File: config.mk
export PLATFORM = sky130hd
export DESIGN_NAME = ppr_cfg_regs
export DESIGN_NICKNAME = d
export VERILOG_FILES = /design/src/rtl/core/ppr_pkg.sv /design/src/rtl/core/ppr_cfg_regs.sv
export SDC_FILE = /design/constraint.sdc
export NUM_CORES = 1
export LEC_CHECK = 0
export ABC_AREA = 0
export BUFFER_PORTS_ARGS = -buffer_cell sky130_fd_sc_hd__buf_4
export CORE_MARGIN = 2
export CORE_UTILIZATION = 46
export CTS_CLUSTER_SIZE = 12
export DETAILED_ROUTE_END_ITERATION = 12
export GPL_TIMING_DRIVEN = 1
export PLACE_DENSITY = 0.81
export SYNTH_ARGS = -nofsm -noshare
export SYNTH_HDL_FRONTEND = slang
export SYNTH_SLANG_ARGS = --single-unit
File: constraint.sdc
create_clock -name clk_i -period 0.8 [get_ports clk_i]
set_input_delay 0.08 -clock clk_i [delete_from_list [all_inputs] [get_ports clk_i]]
set_output_delay 0.08 -clock clk_i [all_outputs]
set_load 0.05 [all_outputs]
File: src/rtl/core/ppr_pkg.sv
package ppr_pkg;

  localparam int unsigned RotW   = 16;
  localparam int unsigned TransW = 21;
  localparam int unsigned PntW   = 20;
  localparam int unsigned ProdW  = RotW + PntW;
  localparam int unsigned AccW   = 40;
  localparam int unsigned OutW   = 24;
  localparam int unsigned CfgW   = 63;

  localparam logic [1:0] LastRow = 2'd2;

  // identity rotation rows, Q1.14
  localparam logic [47:0] RotRow0Rst = 48'h0000_0000_4000;
  localparam logic [47:0] RotRow1Rst = 48'h0000_4000_0000;
  localparam logic [47:0] RotRow2Rst = 48'h4000_0000_0000;

  typedef enum logic [2:0] {
    IdxRotI0  = 3'd0,
    IdxRotI1  = 3'd1,
    IdxRotI2  = 3'd2,
    IdxTransI = 3'd3,
    IdxRotJ0  = 3'd4,
    IdxRotJ1  = 3'd5,
    IdxRotJ2  = 3'd6,
    IdxTransJ = 3'd7
  } cfg_idx_e;

  typedef struct packed {
    logic [2:0][47:0]   rot;
    logic [TransW*3-1:0] trans;
  } pose_t;

  // dot: R[r][c]*p[c]; crs: a2*p1, a1*p2, a0*p2, a2*p0, a1*p0, a0*p1
  typedef struct packed {
    logic [2:0][ProdW-1:0] dot;
    logic [5:0][ProdW-1:0] crs;
  } prod_t;

  typedef struct packed {
    logic       valid;
    logic [1:0] row;
    logic       last;
  } meta_t;

  typedef struct packed {
    logic [1:0]           row;
    logic [OutW-1:0]      residual;
    logic [2:0][OutW-1:0] h1;
    logic [2:0][OutW-1:0] h2;
    logic                 row_last;
    logic                 batch_done;
  } res_t;

  // 2^-24 scale in, round half up to 2^-10, saturate to 24 signed bits
  function automatic logic [OutW-1:0] round_sat(input logic signed [AccW-1:0] x);
    logic signed [AccW-1:0] t;
    logic signed [AccW-15:0] y;
    logic [OutW-1:0] r;
    t = x + AccW'(64'sd8192);
    y = t[AccW-1:14];
    if (y > (AccW-14)'(64'sd8388607)) begin
      r = 24'h7FFFFF;
    end else if (y < -(AccW-14)'(64'sd8388608)) begin
      r = 24'h800000;
    end else begin
      r = y[OutW-1:0];
    end
    return r;
  endfunction

endpackage

File: src/rtl/core/ppr_cfg_regs.sv
module ppr_cfg_regs (
  input  logic                     clk_i,
  input  logic                     rst_ni,
  input  logic                     cfg_we_i,
  input  logic [2:0]               cfg_idx_i,
  input  logic [ppr_pkg::CfgW-1:0] cfg_data_i,
  output ppr_pkg::pose_t           pose_i_o,
  output ppr_pkg::pose_t           pose_j_o
);

  ppr_pkg::pose_t pose_i_q, pose_i_d;
  ppr_pkg::pose_t pose_j_q, pose_j_d;

  always_comb begin
    pose_i_d = pose_i_q;
    pose_j_d = pose_j_q;
    if (cfg_we_i) begin
      unique case (ppr_pkg::cfg_idx_e'(cfg_idx_i))
        ppr_pkg::IdxRotI0:  pose_i_d.rot[0] = cfg_data_i[47:0];
        ppr_pkg::IdxRotI1:  pose_i_d.rot[1] = cfg_data_i[47:0];
        ppr_pkg::IdxRotI2:  pose_i_d.rot[2] = cfg_data_i[47:0];
        ppr_pkg::IdxTransI: pose_i_d.trans  = cfg_data_i;
        ppr_pkg::IdxRotJ0:  pose_j_d.rot[0] = cfg_data_i[47:0];
        ppr_pkg::IdxRotJ1:  pose_j_d.rot[1] = cfg_data_i[47:0];
        ppr_pkg::IdxRotJ2:  pose_j_d.rot[2] = cfg_data_i[47:0];
        ppr_pkg::IdxTransJ: pose_j_d.trans  = cfg_data_i;
        default: ;
      endcase
    end
  end

  always_ff @(posedge clk_i or negedge rst_ni) begin
    if (!rst_ni) begin
      pose_i_q.rot[0] <= ppr_pkg::RotRow0Rst;
      pose_i_q.rot[1] <= ppr_pkg::RotRow1Rst;
      pose_i_q.rot[2] <= ppr_pkg::RotRow2Rst;
      pose_i_q.trans  <= '0;
      pose_j_q.rot[0] <= ppr_pkg::RotRow0Rst;
      pose_j_q.rot[1] <= ppr_pkg::RotRow1Rst;
      pose_j_q.rot[2] <= ppr_pkg::RotRow2Rst;
      pose_j_q.trans  <= '0;
    end else begin
      pose_i_q <= pose_i_d;
      pose_j_q <= pose_j_d;
    end
  end

  assign pose_i_o = pose_i_q;
  assign pose_j_o = pose_j_q;

endmodule

**Yosys cells after proc, flatten, opt, wreduce, memory -nomap -nowiden**

Index checks and enable logic that the tools add are counted.

- Register bits: 414
- Bits of input ports: 69
- Output and inout port bits: 414
- Word-level logic and storage cells: 24

- Equal/unequal tests: 7
- Reductions and logical operators: 9

Operators by type and width:

| cell | number |
|---|---|
| $reduce_and A2 Y1 | 8 |
| $eq A3 B3 Y1 const B | 4 |
| $eq A3 B2 Y1 const B | 2 |
| $eq A3 B1 Y1 const B | 1 |
| $logic_not A3 Y1 | 1 |

**Depth between registers and ports, before layout**

- Word-level depth: 2
- Gate-level depth with buffers: 4
- Gate-level depth less buffers: 2

**Worst setup path before layout**

OpenSTA, ideal clock, no wires.

- Path type: in2reg
- Start: input port cfg_idx_i[1]
- End: register pose_i_q, in the netlist pose_i_o[74]
- Library setup time: 0.125 ns
- Data arrival time: 1.067 ns
- Data required time: 0.675 ns
- Setup slack: -0.392 ns
- Stages: 4
- Path buffers: 2
- Cells stage by stage: nor4b_2 buf_4 buf_6 mux2_2

- Word-level cells in the longest chain between the ends: 2

Ends and longest elaborated chain:

| element | RTL line | RTL |
|---|---|---|
| start: declaration | ppr_cfg_regs.sv:5 | `input logic [2:0] cfg_idx_i,` |
| $logic_not A3 Y1 | ppr_cfg_regs.sv:18 | `unique case (ppr_pkg::cfg_idx_e'(cfg_idx_i))` |
| $reduce_and A2 Y1 (no line) | n/a |  |
| end signal: assignment | ppr_cfg_regs.sv:43 | `pose_i_q <= pose_i_d;` |
| end: declaration | ppr_cfg_regs.sv:11 | `ppr_pkg::pose_t pose_i_q, pose_i_d;` |

No other way between the ends.
A chain may end at the register's enable or synchronous reset.

**Final worst setup path**

- Start: register pose_i_q, in the netlist pose_i_o[205]
- End: output port pose_i_o[205] (netlist name)

RTL lines:

| element | RTL line | RTL |
|---|---|---|
| end: declaration | ppr_cfg_regs.sv:7 | `output ppr_pkg::pose_t pose_i_o,` |

No word-level cell between the ends.

==> flow_summary.ini <==
[placed_design]
place_ws_ns = -0.579
place.gp.congestion = 0.795
placed_area_um2 = 21200
port_buffers = 482
hpwl_mm = 31.3

[synth]
postSynthAreaPerCell_um2 = 17.6
synth_edf_count = 0
synth_most_common_cell = dfrtp_1
synth_mux_area_frac = 0.306
synthTopCellsByArea = dfrtp_1, mux2_2, mux2_1, mux2_4, dfstp_2
async_reset_ff_frac = 1.00
synthTopCellsByCount = dfrtp_1, mux2_2, buf_2, mux2_1, mux2_4
synth-main-ff-cell = dfrtp_1
synthSimpleGateAreaFrac = 0.00590
synth_compound_area_frac = 0
synth_adder_area_share = 0
ys_types = 13
synth_top_family_by_area = multiplexers
ys_seq_elements = 414
synthesis.area_um2 = 15500
yosys_warnings = 0
synth.top_cell.area_share = 0.660
yosysTopAreaCell = dfrtp_1
synth_nets = 948
synth_xor_area_frac = 0
syn-instance-count = 879
ys_seq_area_frac = 0.670

[timing]
setup_tns_ns = -188.75
fmax_mhz = 742
layout_setup_ws_ns = -0.548
hold_viol = 5
clock_skew_ns = 0
worstMarginPinSlew_ns = 0.311
slew_violations = 0
finalCritPeriodShare = 1.69
setup_violations = 734
rsz0062_at_grt = yes
slew_headroom = 0.793
worst_hold_slack_ns = -0.0344
fin_crit_ns = 1.35

[worst_setup_path]
cp-start-kind = flip-flop
path_buf_inv = 1
critical-path-max-stage-delay_ns = 0.58
cpMaxStageDelayCell = dfstp_2
path_cells = buf_8
crit_family = flip-flops
end_kind = output pin
worst-endpoint-required_ns = 0.72
path_class = reg -> out
critPathMaxFanout = 2
crit_arrival_ns = 1.27

[clocking]
cts.sinks = 414
root_buffer = clkbuf_16
cts_hold_buffers = 65
htreeDepth = 2
clock_path_buffers = 3
cts_buffers = 43
cts_tree = built
clock_latency_ns = 0.54
path_clk_slew_ns = 0.07

[route]
postRouteAntennaNets = 0
drt_iter0_drc = 867
wire_per_inst_um = 32.0
dr.pass1.iters = 5
drt-total-wl_mm = 69.5
vias = 12200
drc_errors = 0
avgViaCountPerCell = 5.63

[power_and_ir_drop]
clock_power_share = 0.211
power_density_nw_per_um2 = 3400
ir_drop_uv = 2710
p_int_uw = 56100
power.leakage_uw = 0.0132
p_switching_uw = 38300
finalPower_uw = 94400
sequentialPowerShare = 0.330
p_sw_frac = 0.406
combPwrFrac = 0.459

[die]
die_y_um = 187
die_x_um = 187
io_pins = 483
rows = 67
die_area_um2 = 35100
core_area_um2 = 33400
initial_core_util = 0.464

[grt]
antenna_found_initial = 1
grt_pass1_vias = 13000
grt_pass1_wl_mm = 86.9
grt_max_degree = 49
gr-total-overflow = 0
gr-usage-all-layers = 0.330

[run]
drv_cap = 0

[outcome]
violations = negative hold slack, negative setup slack
status = complete, but fails checks

[final_layout]
nets = 1760
layout-drive-gt1-share = 0.855
nFillCells = 1344
multi_input_area_um2 = 5900
area_growth_pct = 79.5
ff_latch_area_um2 = 10700
finalInstanceArea_um2 = 27800

[min_path]
min_path_type = in -> async
[cells in the final DEF (no fill, tap or decap), drive strengths merged]
| master | Yosys | routed |
|---|---|---|
| buf | 43 | 740 |
| mux2 | 414 | 414 |
| dfrtp | 408 | 408 |
| clkbuf | 0 | 83 |
| dlygate4sd3 | 0 | 64 |
| dfstp | 6 | 6 |
| and4bb | 3 | 3 |
| nand4b | 3 | 3 |
| clkinvlp | 0 | 2 |
| diode | 0 | 1 |
| nor4b | 1 | 1 |
| nand4 | 1 | 1 |
[stage by stage]
step / instances / util / hold WS, ns
5_1_grt: 2174 / 0.833 / -0.0441
3_3_place_gp: 1825 / 0.634 / -0.0908
3_5_place_dp: 1825 / 0.634 / -0.0883
4_1_cts: 2067 / 0.773 / 0.121
2_1_floorplan: 879 / - / -0.216
6_report: 2174 / 0.833 / -0.0344
[path summary, 6_finish.rpt]
check	startpoint	end	slack, ns	cells after the start
worst max-delay path	pose_i_o[205]$_DFFE_PN1P_	pose_i_o[205]	-0.55	1
worst min-delay path	rst_ni	pose_i_o[119]$_DFFE_PN0P_	-0.03	2
worst max register to register	pose_i_o[145]$_DFFE_PN0P_	pose_i_o[145]$_DFFE_PN0P_	-0.29	3
worst min register to register	pose_j_o[194]$_DFFE_PN0P_	pose_j_o[194]$_DFFE_PN0P_	0.53	1
max in group asynchronous	rst_ni	pose_i_o[205]$_DFFE_PN1P_	0.16	4
min in group clk_i	cfg_idx_i[0]	pose_i_o[65]$_DFFE_PN0P_	0.20	5
[registers in the layout (all words and copies together) (netlist names)]
register  count
pose_i_o    207
pose_j_o    207
[power by group through the flow]
stage | Clock (uW) | Sequential (uW) | Combinational [uW]
after global routing | 20800 | 31400 | 44200
after global placement | 0 | 29000 | 32400
after floorplan | 0 | 45300 | 5520
after detailed placement | 0 | 29200 | 32800
final | 19900 | 31100 | 43400
after CTS | 19300 | 29800 | 38200
[routing by layer]
metal	track usage	routed length, um	up-vias	share of wire
li1	-	-	4734	-
met1	0.398	24400	6363	0.35
met2	0.559	33900	871	0.49
met3	0.0848	6640	277	0.096
met4	0.151	4520	0	0.065
met5	0	0	-	0
[layout make-up]
cell class / count / share of cell area
repair buffers: 810 / 0.335
multi-input cells: 422 / 0.212
well taps: 448 / 0.0202
diodes: 1 / 0.0000901
clock inverters: 2 / 0.000541
clock buffers: 77 / 0.0474
flip-flops and latches: 414 / 0.384
[cell families (layout without fill, tap and decap cells)]
kind of cell,Yosys count,after routing
buffers and inverters,43,889
DFF,414,414
muxes,414,414
other,0,1
and+or+nand+nor,8,8
[what timing repair did]
item / 4_1_cts / 5_1_grt
endpoints found under the hold margin: 828 / 5
pin swaps: 2 / 5
buffers inserted: 92 / 144
cloned: 6 / 7
setup endpoints to repair: 459 / 734
gates resized for setup: 480 / 297
Note: power is estimated with default switching activity, not from simulation.
