$ cat config.mk
export PLATFORM = sky130hd
export DESIGN_NAME = ppr_sum
export DESIGN_NICKNAME = d
export VERILOG_FILES = /design/src/rtl/core/ppr_pkg.sv /design/src/rtl/core/ppr_sum.sv
export SDC_FILE = /design/constraint.sdc
export NUM_CORES = 1
export LEC_CHECK = 0
export BUFFER_PORTS_ARGS = -buffer_cell sky130_fd_sc_hd__buf_2
export CORE_AREA = 2 2 369 371
export CTS_CLUSTER_SIZE = 40
export DETAILED_ROUTE_END_ITERATION = 8
export DIE_AREA = 0 0 371 373
export GPL_ROUTABILITY_DRIVEN = 0
export HOLD_SLACK_MARGIN = 0.03
export PLACE_DENSITY = 0.34
export RECOVER_POWER = 50
export SLEW_MARGIN = 20
export SYNTH_ARGS = -nofsm -noshare
export SYNTH_HDL_FRONTEND = slang
export SYNTH_SLANG_ARGS = --single-unit
export TNS_END_PERCENT = 50
$ cat constraint.sdc
create_clock -name clk_i -period 0.8 [get_ports clk_i]
set_input_delay 0.08 -clock clk_i [delete_from_list [all_inputs] [get_ports clk_i]]
set_output_delay 0.08 -clock clk_i [all_outputs]
set_load 0.03 [all_outputs]
$ cat src/rtl/core/ppr_pkg.sv
package ppr_pkg;

  localparam int unsigned RotW   = 16;
  localparam int unsigned TransW = 21;
  localparam int unsigned PntW   = 20;
  localparam int unsigned ProdW  = RotW + PntW;
  localparam int unsigned AccW   = 40;
  localparam int unsigned OutW   = 24;
  localparam int unsigned CfgW   = 63;

  localparam logic [1:0] LastRow = 2'd2;

  // identity rotation rows, Q1.14
  localparam logic [47:0] RotRow0Rst = 48'h0000_0000_4000;
  localparam logic [47:0] RotRow1Rst = 48'h0000_4000_0000;
  localparam logic [47:0] RotRow2Rst = 48'h4000_0000_0000;

  typedef enum logic [2:0] {
    IdxRotI0  = 3'd0,
    IdxRotI1  = 3'd1,
    IdxRotI2  = 3'd2,
    IdxTransI = 3'd3,
    IdxRotJ0  = 3'd4,
    IdxRotJ1  = 3'd5,
    IdxRotJ2  = 3'd6,
    IdxTransJ = 3'd7
  } cfg_idx_e;

  typedef struct packed {
    logic [2:0][47:0]   rot;
    logic [TransW*3-1:0] trans;
  } pose_t;

  // dot: R[r][c]*p[c]; crs: a2*p1, a1*p2, a0*p2, a2*p0, a1*p0, a0*p1
  typedef struct packed {
    logic [2:0][ProdW-1:0] dot;
    logic [5:0][ProdW-1:0] crs;
  } prod_t;

  typedef struct packed {
    logic       valid;
    logic [1:0] row;
    logic       last;
  } meta_t;

  typedef struct packed {
    logic [1:0]           row;
    logic [OutW-1:0]      residual;
    logic [2:0][OutW-1:0] h1;
    logic [2:0][OutW-1:0] h2;
    logic                 row_last;
    logic                 batch_done;
  } res_t;

  // 2^-24 scale in, round half up to 2^-10, saturate to 24 signed bits
  function automatic logic [OutW-1:0] round_sat(input logic signed [AccW-1:0] x);
    logic signed [AccW-1:0] t;
    logic signed [AccW-15:0] y;
    logic [OutW-1:0] r;
    t = x + AccW'(64'sd8192);
    y = t[AccW-1:14];
    if (y > (AccW-14)'(64'sd8388607)) begin
      r = 24'h7FFFFF;
    end else if (y < -(AccW-14)'(64'sd8388608)) begin
      r = 24'h800000;
    end else begin
      r = y[OutW-1:0];
    end
    return r;
  endfunction

endpackage

$ cat src/rtl/core/ppr_sum.sv
module ppr_sum (
  input  logic                           clk_i,
  input  logic                           rst_ni,
  input  ppr_pkg::prod_t                 prod_i_i,
  input  ppr_pkg::prod_t                 prod_j_i,
  input  logic [ppr_pkg::TransW*3-1:0]   trans_i_i,
  input  logic [ppr_pkg::TransW*3-1:0]   trans_j_i,
  input  ppr_pkg::meta_t                 meta_i,
  output logic                           valid_o,
  output ppr_pkg::res_t                  res_o
);

  localparam int unsigned AccW = ppr_pkg::AccW;

  logic signed [ppr_pkg::TransW-1:0] ti, tj;
  logic signed [ppr_pkg::TransW:0]   tdiff;
  logic signed [AccW-1:0]            acc;
  logic signed [AccW-1:0]            h1s [3];
  logic signed [AccW-1:0]            h2s [3];
  ppr_pkg::res_t res_d, res_q;
  logic          valid_q;

  always_comb begin
    ti    = $signed(trans_i_i[ppr_pkg::TransW*meta_i.row +: ppr_pkg::TransW]);
    tj    = $signed(trans_j_i[ppr_pkg::TransW*meta_i.row +: ppr_pkg::TransW]);
    tdiff = (ppr_pkg::TransW+1)'(tj) - (ppr_pkg::TransW+1)'(ti);
    acc   = AccW'(tdiff) <<< 14;
    for (int c = 0; c < 3; c++) begin
      acc = acc + AccW'($signed(prod_j_i.dot[c])) - AccW'($signed(prod_i_i.dot[c]));
    end
    for (int c = 0; c < 3; c++) begin
      // h1 is the negated cross row of pose i, h2 the plain one of pose j
      h1s[c] = AccW'($signed(prod_i_i.crs[2*c+1])) - AccW'($signed(prod_i_i.crs[2*c]));
      h2s[c] = AccW'($signed(prod_j_i.crs[2*c])) - AccW'($signed(prod_j_i.crs[2*c+1]));
    end
    res_d.row        = meta_i.row;
    res_d.residual   = ppr_pkg::round_sat(acc);
    for (int c = 0; c < 3; c++) begin
      res_d.h1[c] = ppr_pkg::round_sat(h1s[c]);
      res_d.h2[c] = ppr_pkg::round_sat(h2s[c]);
    end
    res_d.row_last   = (meta_i.row == ppr_pkg::LastRow);
    res_d.batch_done = (meta_i.row == ppr_pkg::LastRow) && meta_i.last;
  end

  always_ff @(posedge clk_i or negedge rst_ni) begin
    if (!rst_ni) begin
      valid_q <= 1'b0;
    end else begin
      valid_q <= meta_i.valid;
    end
  end

  always_ff @(posedge clk_i) begin
    res_q <= res_d;
  end

  assign valid_o = valid_q;
  assign res_o   = res_q;

endmodule

# After elaboration in Yosys (flattened, before gate mapping)
# Cells that the tools add are included.
# totals
inputBits	780
reg_bits	173
output_inout_bits	173
word_cells	57
# classes
n_eq_ne	1
reduce_logical	1
mul	1
magnitude_cmp	14
mux	7
shift	2
addsub	20
# op_table
operator	count
37-bit by 15-bit adder with 38-bit output, second input constant	6
36-bit by 36-bit subtractor with 37-bit output	6
24-bit two-way mux	7
24-bit > comparator, second input constant	6
24-bit < comparator, second input constant	6
63-bit by 8-bit indexed part select with 21-bit output	2
40-bit by 15-bit adder with 40-bit output, second input constant	1
40-bit by 36-bit adder with 40-bit output	1
39-bit by 36-bit subtractor with 40-bit output	1
40-bit by 36-bit subtractor with 40-bit output	1
38-bit by 36-bit adder with 39-bit output	1
37-bit by 36-bit subtractor with 38-bit output	1
36-bit by 36-bit adder with 37-bit output	1
26-bit by 24-bit > comparator with 1-bit output, second input constant	1
26-bit by 24-bit < comparator with 1-bit output, second input constant	1
21-bit by 21-bit subtractor with 22-bit output	1
5-bit by 2-bit multiplier with 7-bit output, first input constant	1
2-bit == test, second input constant	1
1-bit logical AND	1

# Depth between registers and ports, before layout
# Gate-level depths: netlist of run 1.
# depth
ltp_word	12
depth_mapped	32

# Worst setup path before layout of run 1
# OpenSTA, ideal clock, no wires.
# synth_timing
path_type	input -> register
from	input port meta_i[2] (netlist bit)
to	register res_q, in the netlist res_o[157]
stages	30
arrival_ns	5.649
path_slack_ns	-4.972
path_buffers	3
setup_ns	0.124
cell_sequence	clkbuf_1 buf_1 mux2i_1 o21ai_0 ha_1 fa_1 nor2b_1 o21ai_0 a21oi_1 o21ai_0 a21boi_0 o21a_1 nor2_1 o21bai_1 a21oi_1 xor2_1 fa_1 inv_1 ha_1 a21oi_1 o21ai_0 or2_2 o22ai_1 o31a_4 o31a_2 o21ai_2 xor2_1 o21ai_2 buf_2 o21ai_1
# synth_via
elab_chain_cells	12
word_cells_on_any_way	14
# synth_lines
item	line	rtl
start: declaration	ppr_sum.sv:8	input ppr_pkg::meta_t meta_i,
5-bit by 2-bit multiplier with 7-bit output (*)	ppr_sum.sv:24, ppr_sum.sv:25	
63-bit by 8-bit indexed part select with 21-bit output (on tied branches)	ppr_sum.sv:25, ppr_sum.sv:24	
21-bit by 21-bit subtractor with 22-bit output (*)	ppr_sum.sv:26	tdiff = (ppr_pkg::TransW+1)'(tj) - (ppr_pkg::TransW+1)'(ti);
36-bit by 36-bit adder with 37-bit output (*)	ppr_sum.sv:29	acc = acc + AccW'($signed(prod_j_i.dot[c])) - AccW'($signed(prod_i_i.dot[c]));
37-bit by 36-bit subtractor with 38-bit output (*)	ppr_sum.sv:29	
38-bit by 36-bit adder with 39-bit output (*)	ppr_sum.sv:29	
39-bit by 36-bit subtractor with 40-bit output (*)	ppr_sum.sv:29	
40-bit by 36-bit adder with 40-bit output (*)	ppr_sum.sv:29	
40-bit by 36-bit subtractor with 40-bit output (*)	ppr_sum.sv:29	
40-bit by 15-bit adder with 40-bit output (*)	ppr_pkg.sv:60	t = x + AccW'(64'sd8192);
26-bit by 24-bit < comparator with 1-bit output	ppr_pkg.sv:64	end else if (y < -(AccW-14)'(64'sd8388608)) begin
24-bit two-way mux	ppr_pkg.sv:64	
end signal: assignment	ppr_sum.sv:55	res_q <= res_d;
end: declaration	ppr_sum.sv:20	ppr_pkg::res_t res_d, res_q;
# Every way passes the cells marked *; elsewhere a longest branch is shown, timed or not.
# A chain may end at the register's enable or synchronous reset.

# Final worst setup path of run 1
# layout_timing
from	input port meta_i[2] (netlist bit)
to	register res_q, in the netlist res_o[146]
# Same word-level chain as after synthesis.

==> reports/summary.txt, run 1 <==
Status: complete, but fails checks
Failing checks: setup timing
Most used DFF post-synth: dfxtp_1
Worst Hold Class: primary input to flip-flop
WL final: 105000 um
Nets@finish: 5527
First-pass GRT wire length: 150000 um
Drt drc: 0
Die area: 138000 um^2
Final setup margin: -4240 ps
Multi-input logic area: 20600 um^2
Fin. Hold Viols: 0
Largest area contributor in the netlist: ha_1
Period Utilization, post-route: 630%
Crit path required time: 1250 ps
Cell area power density: 3000 nW/um^2
Initial antenna violation count: 37
Vias per cell: 3.86
Core area: 135000 um^2
Fillcell total: 14637
Final setup TNS: -324000 ps
Area contributors post-synth: ha_1 28%, dfxtp_1 16%, fa_1 15%
CTS tree: built
Initial Utilization: 16.4%
DP Area: 34900 um^2
Number of enable flip-flop cells after synthesis: 0
Post-synthesis cell area: 22100 um^2
IO Count: 953
Post-Place Cells: 5732
CP arrival: 5490 ps
Most common cell in the netlist: inv_1
DR pass1 iterations: 5
Slew HR: 58.6%
Final min period: 5040 ps
Total CTS buffers: 17
Fin Hold WS: 1.66 ps
Slew @ Worst Pin: 621 ps
Die X-Extent: 371 um
CTS Buffer Depth: 2
Area Growth Syn to Fin: 79.2%
Worst vdd ir: 0.00600 V
Row count: 135
Finished Cell Area: 39700 um^2
Critical-path top delay cell: fa_1
Leak Pwr: 0.0206 uW
Async SR Flop Fraction: 0.578%
Critical path class: primary input to flip-flop
Synth cell count leaders: 559 x inv_1, 494 x ha_1, 172 x dfxtp_1, 169 x fa_1, 152 x a21oi_1
Worst Setup Start Kind: primary input
Syn Nets: 3939
RSZ-0062 raised after global routing: true
Synthesized instance count: 2496
Wire per inst: 17.8 um
Max frequency: 0.198 GHz
Register area: 3500 um^2
Clock Sinks: 173
Post-synth cell types: 70
Synth Area per Inst: 8.86 um^2
Crit. End Element: flip-flop
IO buf count: 952
DRT antenna net count: 0
Gr ovfl total: 0
Number of DRC markers in iteration 0: 654
Vias: 22721
Final Slew Violations: 0
Max incr delay on CP: 500 ps
Synth Register Bits: 173
Sequential share of the synthesized area: 15.7%
Share of layout cells above drive strength 1: 53.6%
WP buf/inv: 6
Max Cap Viol: 0
Clock Pin Slew Worst Setup and Hold Paths: 80 ps
Synthesis Warnings: 0
GR Util All Layers: 15.0%
Root Buffer: clkbuf_16
Crit-path max FO: 7
Hpwl dp: 94100 um
Top cell type's share of synthesized area: 27.9%
H-tree levels: 4
Vias in the first global route: 24158
Fin util: 29.5%
Family with the most delay on the worst path: compound AO/OA/AOI/OAI gates
Overall die height: 373 um
Pin count of the biggest net entering global routing: 24
Cell Count, Final, Fillers Out: 5889
Final setup violation count: 341
-- what timing repair did --
action | 4_1_cts | 5_1_grt
gates resized for setup | 491 | 163
setup buffers | 74 | 45
hold buffers | 12 | 1
cloned | 3 | 0
pin swaps | 268 | 175
endpoints found under the setup margin | 341 | 341
hold endpoints to repair | 22 | 4
-- cell families (layout without fill, tap and decap cells) --
logic type	after synthesis	after routing	share of synthesized area, %
other	0	11	0
and+or+nand+nor	364	364	7.71
xor gates and xnor gates	157	157	6.21
adders and majority gates	663	663	43.2
DFF	173	173	15.7
muxes	43	43	1.95
buffers and inverters	578	2179	9.88
AOI/OAI and AO/OA	518	518	15.3
-- flip-flops by register name, summed over array words and instances, names as in the netlist --
name     cells
res_o      172
valid_o      1
-- tightest hold or removal path, delay by kind of cell --
kind	cells	cell delay, ps
adders and majority gates	2	270
buffers and inverters	1	70
xor gates and xnor gates	1	60
-- path summary, 6_finish.rpt --
kind | from | to | slack, ps | depth (start not counted)
worst max-delay path | meta_i[2] | res_o[146]$_SDFF_PN1_ | -4240 | 32
worst min-delay path | prod_i_i[129] | res_o[106]$_SDFF_PN1_ | 2 | 4
max in group asynchronous | rst_ni | valid_o$_DFF_PN0_ | 350 | 3
min in group asynchronous | rst_ni | valid_o$_DFF_PN0_ | 350 | 3
-- per-stage QoR --
stage          power (uW)  worst slack (ps)
2_1_floorplan       60600             -4330
5_1_grt            129000             -4500
3_5_place_dp        94500             -5150
6_report           119000             -4240
3_3_place_gp        94400             -5130
4_1_cts            119000             -4160
-- metal layers --
metal	GRT usage (%)	up-vias	part of all wire, %
met3	3.55	121	4.8
met5	0	-	0.15
li1	-	11498	-
met2	25.5	453	49
met4	4.45	24	2.6
met1	18.5	10625	43
-- area by class of cell --
class | count | share of cell area [%]
inverter | 559 | 5.62
tap | 1781 | 5.62
clock inverter | 14 | 0.382
clock buffer | 18 | 1.08
timing repair buffer | 1588 | 26.4
multi-input combinational | 1745 | 52.0
sequential | 173 | 8.81
antenna | 11 | 0.0694
-- power by group --
group | switching [uW] | internal (uW) | leakage [uW]
clock network | 5250 | 4160 | 0.000277
registers | 996 | 12100 | 0.00146
logic | 48500 | 48000 | 0.0189
-- cell usage in the layout (no fill, tap or decap), types with 72 or more instances in the layout --
| cell | instances |
|---|---|
| ha_1 | 330 |
| a21o_1 | 86 |
| nand2_1 | 73 |
| a21oi_1 | 82 |
| buf_6 | 129 |
| inv_1 | 493 |
| nor2_1 | 81 |
| buf_4 | 522 |
| fa_1 | 168 |
| xnor2_1 | 72 |
| ha_4 | 150 |
| dfxtp_1 | 164 |
| buf_2 | 896 |
(Power assumes the default switching activity.)
==> inputs of run 2 (changes only) <==
--- a/config.mk
+++ b/config.mk
@@ -5,14 +5,15 @@
 export SDC_FILE = /design/constraint.sdc
 export NUM_CORES = 1
 export LEC_CHECK = 0
+export ABC_AREA = 1
 export BUFFER_PORTS_ARGS = -buffer_cell sky130_fd_sc_hd__buf_2
-export CORE_AREA = 2 2 369 371
+export CORE_AREA = 2 2 373 375
 export CTS_CLUSTER_SIZE = 40
 export DETAILED_ROUTE_END_ITERATION = 8
-export DIE_AREA = 0 0 371 373
+export DIE_AREA = 0 0 375 377
 export GPL_ROUTABILITY_DRIVEN = 0
 export HOLD_SLACK_MARGIN = 0.03
-export PLACE_DENSITY = 0.34
+export PLACE_DENSITY = 0.39
 export RECOVER_POWER = 50
 export SLEW_MARGIN = 20
 export SYNTH_ARGS = -nofsm -noshare
==> reports/summary.txt, run 2 <==
Most used DFF post-synth: dfxtp_1
Wire per inst: 19.3 um
Root Buffer: clkbuf_16
Register area: 3500 um^2
WL final: 155000 um
Slew @ Worst Pin: 486 ps
Period Utilization, post-route: 500%
Status: complete, but fails checks
Failing checks: setup timing
Synth Area per Inst: 6.68 um^2
Fillcell total: 14095
WHS Path Cells: 4
Max Cap Viol: 0
Most common cell in the netlist: inv_1
Final min period: 4000 ps
Crit. End Element: flip-flop
Slew HR: 67.4%
Die X-Extent: 375 um
Worst vdd ir: 0.00536 V
Final Slew Violations: 0
Most common cell after layout, fill and taps aside: buf_2
Critical-path top delay cell: fa_1
Logic pwr share: 86.0%
Sequential share of the synthesized area: 12.0%
Area Growth Syn to Fin: 96.6%
Row count: 136
Place WS: -4060 ps
Critical path class: primary input to flip-flop
Multi-input logic area: 33200 um^2
CTS Hold Bufs: 9
RSZ-0062 raised after global routing: true
Nets@finish: 7647
Gr ovfl total: 0
Die area: 141000 um^2
CTS Buffer Depth: 2
Clock Pin Slew Worst Setup and Hold Paths: 80 ps
Clock Power Share: 6.0%
Core area: 137000 um^2
DR pass1 iterations: 7
Clock Sinks: 173
Max reg flops: 172
Syn Nets: 5772
Worst Hold Class: primary input to flip-flop
Most frequent cells in the layout: 818 x buf_2, 776 x buf_4, 684 x inv_1
Largest area contributor in the netlist: ha_1
Post-synth cell types: 45
Area contributors post-synth: ha_1 21%, inv_1 12%, nand2_1 12%
Post-synthesis cell area: 28900 um^2
Number of enable flip-flop cells after synthesis: 0
Sequential Power Share: 8.0%
Drt drc: 0
First-pass GRT wire length: 225000 um
HP Start: prod_j_i[100]
Total power: 166000 uW
Vias: 34615
DRT antenna net count: 0
Internal: 82400 uW
Synth cell count leaders: 941 x inv_1, 925 x nand2_1, 494 x ha_1, 432 x nor2_1, 289 x a21oi_1
Synthesis Warnings: 0
Top cell type's share of synthesized area: 21.4%
Initial antenna violation count: 74
Leak Pwr: 0.0270 uW
H-tree levels: 4
CTS tree: built
Initial Utilization: 21.1%
Crit-path max FO: 7
Overall die height: 377 um
Final setup violation count: 341
Vias per cell: 4.31
Total CTS buffers: 17
Crit path required time: 1220 ps
Max incr delay on CP: 530 ps
Max frequency: 0.250 GHz
Hpwl dp: 139000 um
Synthesized instance count: 4329
Async SR Flop Fraction: 0.578%
Vias in the first global route: 36432
GR Util All Layers: 21.4%
IO buf count: 952
IO Count: 953
Share of layout cells above drive strength 1: 59.7%
Pin count of the biggest net entering global routing: 34
Switching Share: 50.4%
Worst Setup Start Kind: primary input
Fin. Hold Viols: 0
Worst Hold Path EP: res_o[40]$_SDFF_PN1_
Switching Power: 83800 uW
Cell area power density: 2920 nW/um^2
CP arrival: 4420 ps
Synth Register Bits: 173
Number of DRC markers in iteration 0: 1225
Final setup margin: -3200 ps
run 2: timing repair:
action,in CTS,in global routing
pin swaps,604,422
hold endpoints to repair,21,1
setup buffers,97,53
endpoints found under the setup margin,341,341
gates resized for setup,1314,572
gates cloned,6,3
run 2: final cells by class:
type / instances / area share (%)
diodes: 25 / 0.110
flip-flops and latches: 173 / 6.16
repair inverters: 1 / 0.00880
well taps: 1794 / 3.95
multi-input cells: 3192 / 58.4
inverters: 946 / 6.76
clock buffers: 18 / 0.754
repair buffers: 1873 / 23.5
clock inverters: 12 / 0.330
run 2: worst max-delay path by stage:
| stage | slack [ps] | depth (start not counted) | to | startpoint |
|---|---|---|---|---|
| global route | -3420 | 32 | res_o[154]$_SDFF_PN1_ | meta_i[2] |
| detailed placement | -4060 | 27 | res_o[152]$_SDFF_PN1_ | meta_i[1] |
| CTS | -3130 | 30 | res_o[160]$_SDFF_PN1_ | meta_i[2] |
| finish | -3200 | 31 | res_o[161]$_SDFF_PN1_ | meta_i[2] |
| global placement | -3960 | 27 | res_o[151]$_SDFF_PN1_ | meta_i[1] |
| floorplan | -3100 | 27 | res_o[146]$_SDFF_PN1_ | meta_i[2] |
run 2: cells by family (layout without fill, tap and decap cells):
logic type	after synthesis	in the layout	synth area share, %
AND/OR/NAND/NOR	1610	1613	22.5
buffers and inverters	967	2850	12.7
AO/OA/AOI/OAI	767	767	15.3
adder cells (fa/ha/maj)	663	663	33.1
flip-flops	173	173	12.0
XOR/XNOR	149	149	4.51
other	0	25	0
run 2: layer usage:
| layer | wire length [um] | global-route usage [%] | vias up |
|---|---|---|---|
| met3 | 8210 | 4.38 | 208 |
| met2 | 79300 | 39.3 | 841 |
| li1 | - | - | 17523 |
| met5 | 177 | 0 | - |
| met1 | 62100 | 24.5 | 16017 |
| met4 | 5320 | 6.75 | 26 |
run 2: worst max-delay path: cells and delay by family:
kind | cells | cell delay, ps
AO/OA/AOI/OAI | 4 | 560
XOR/XNOR | 1 | 130
adder cells (fa/ha/maj) | 4 | 1400
buffers and inverters | 10 | 1090
AND/OR/NAND/NOR | 12 | 1180
run 2: power groups by stage:
stage | Sequential, uW | Clock [uW] | Combinational, uW
3_3_place_gp | 13300 | 0 | 116000
5_1_grt | 13500 | 10800 | 156000
3_5_place_dp | 13300 | 0 | 116000
4_1_cts | 13300 | 10600 | 131000
2_1_floorplan | 18700 | 0 | 63700
6_report | 13300 | 10000 | 143000
run 2: per-stage QoR:
step           setup TNS, ps  util, %  hold WS, ps  area [um^2]  std cells
2_1_floorplan        -170900        -         -216        34700       4329
3_3_place_gp         -266600     34.6         -143        47400       7822
3_5_place_dp         -267340     34.6         -144        47400       7822
4_1_cts              -208190     39.5        -18.6        54100       7957
5_1_grt              -229920     41.5         5.34        56800       8020
6_report             -207410     41.5         31.5        56900       8034
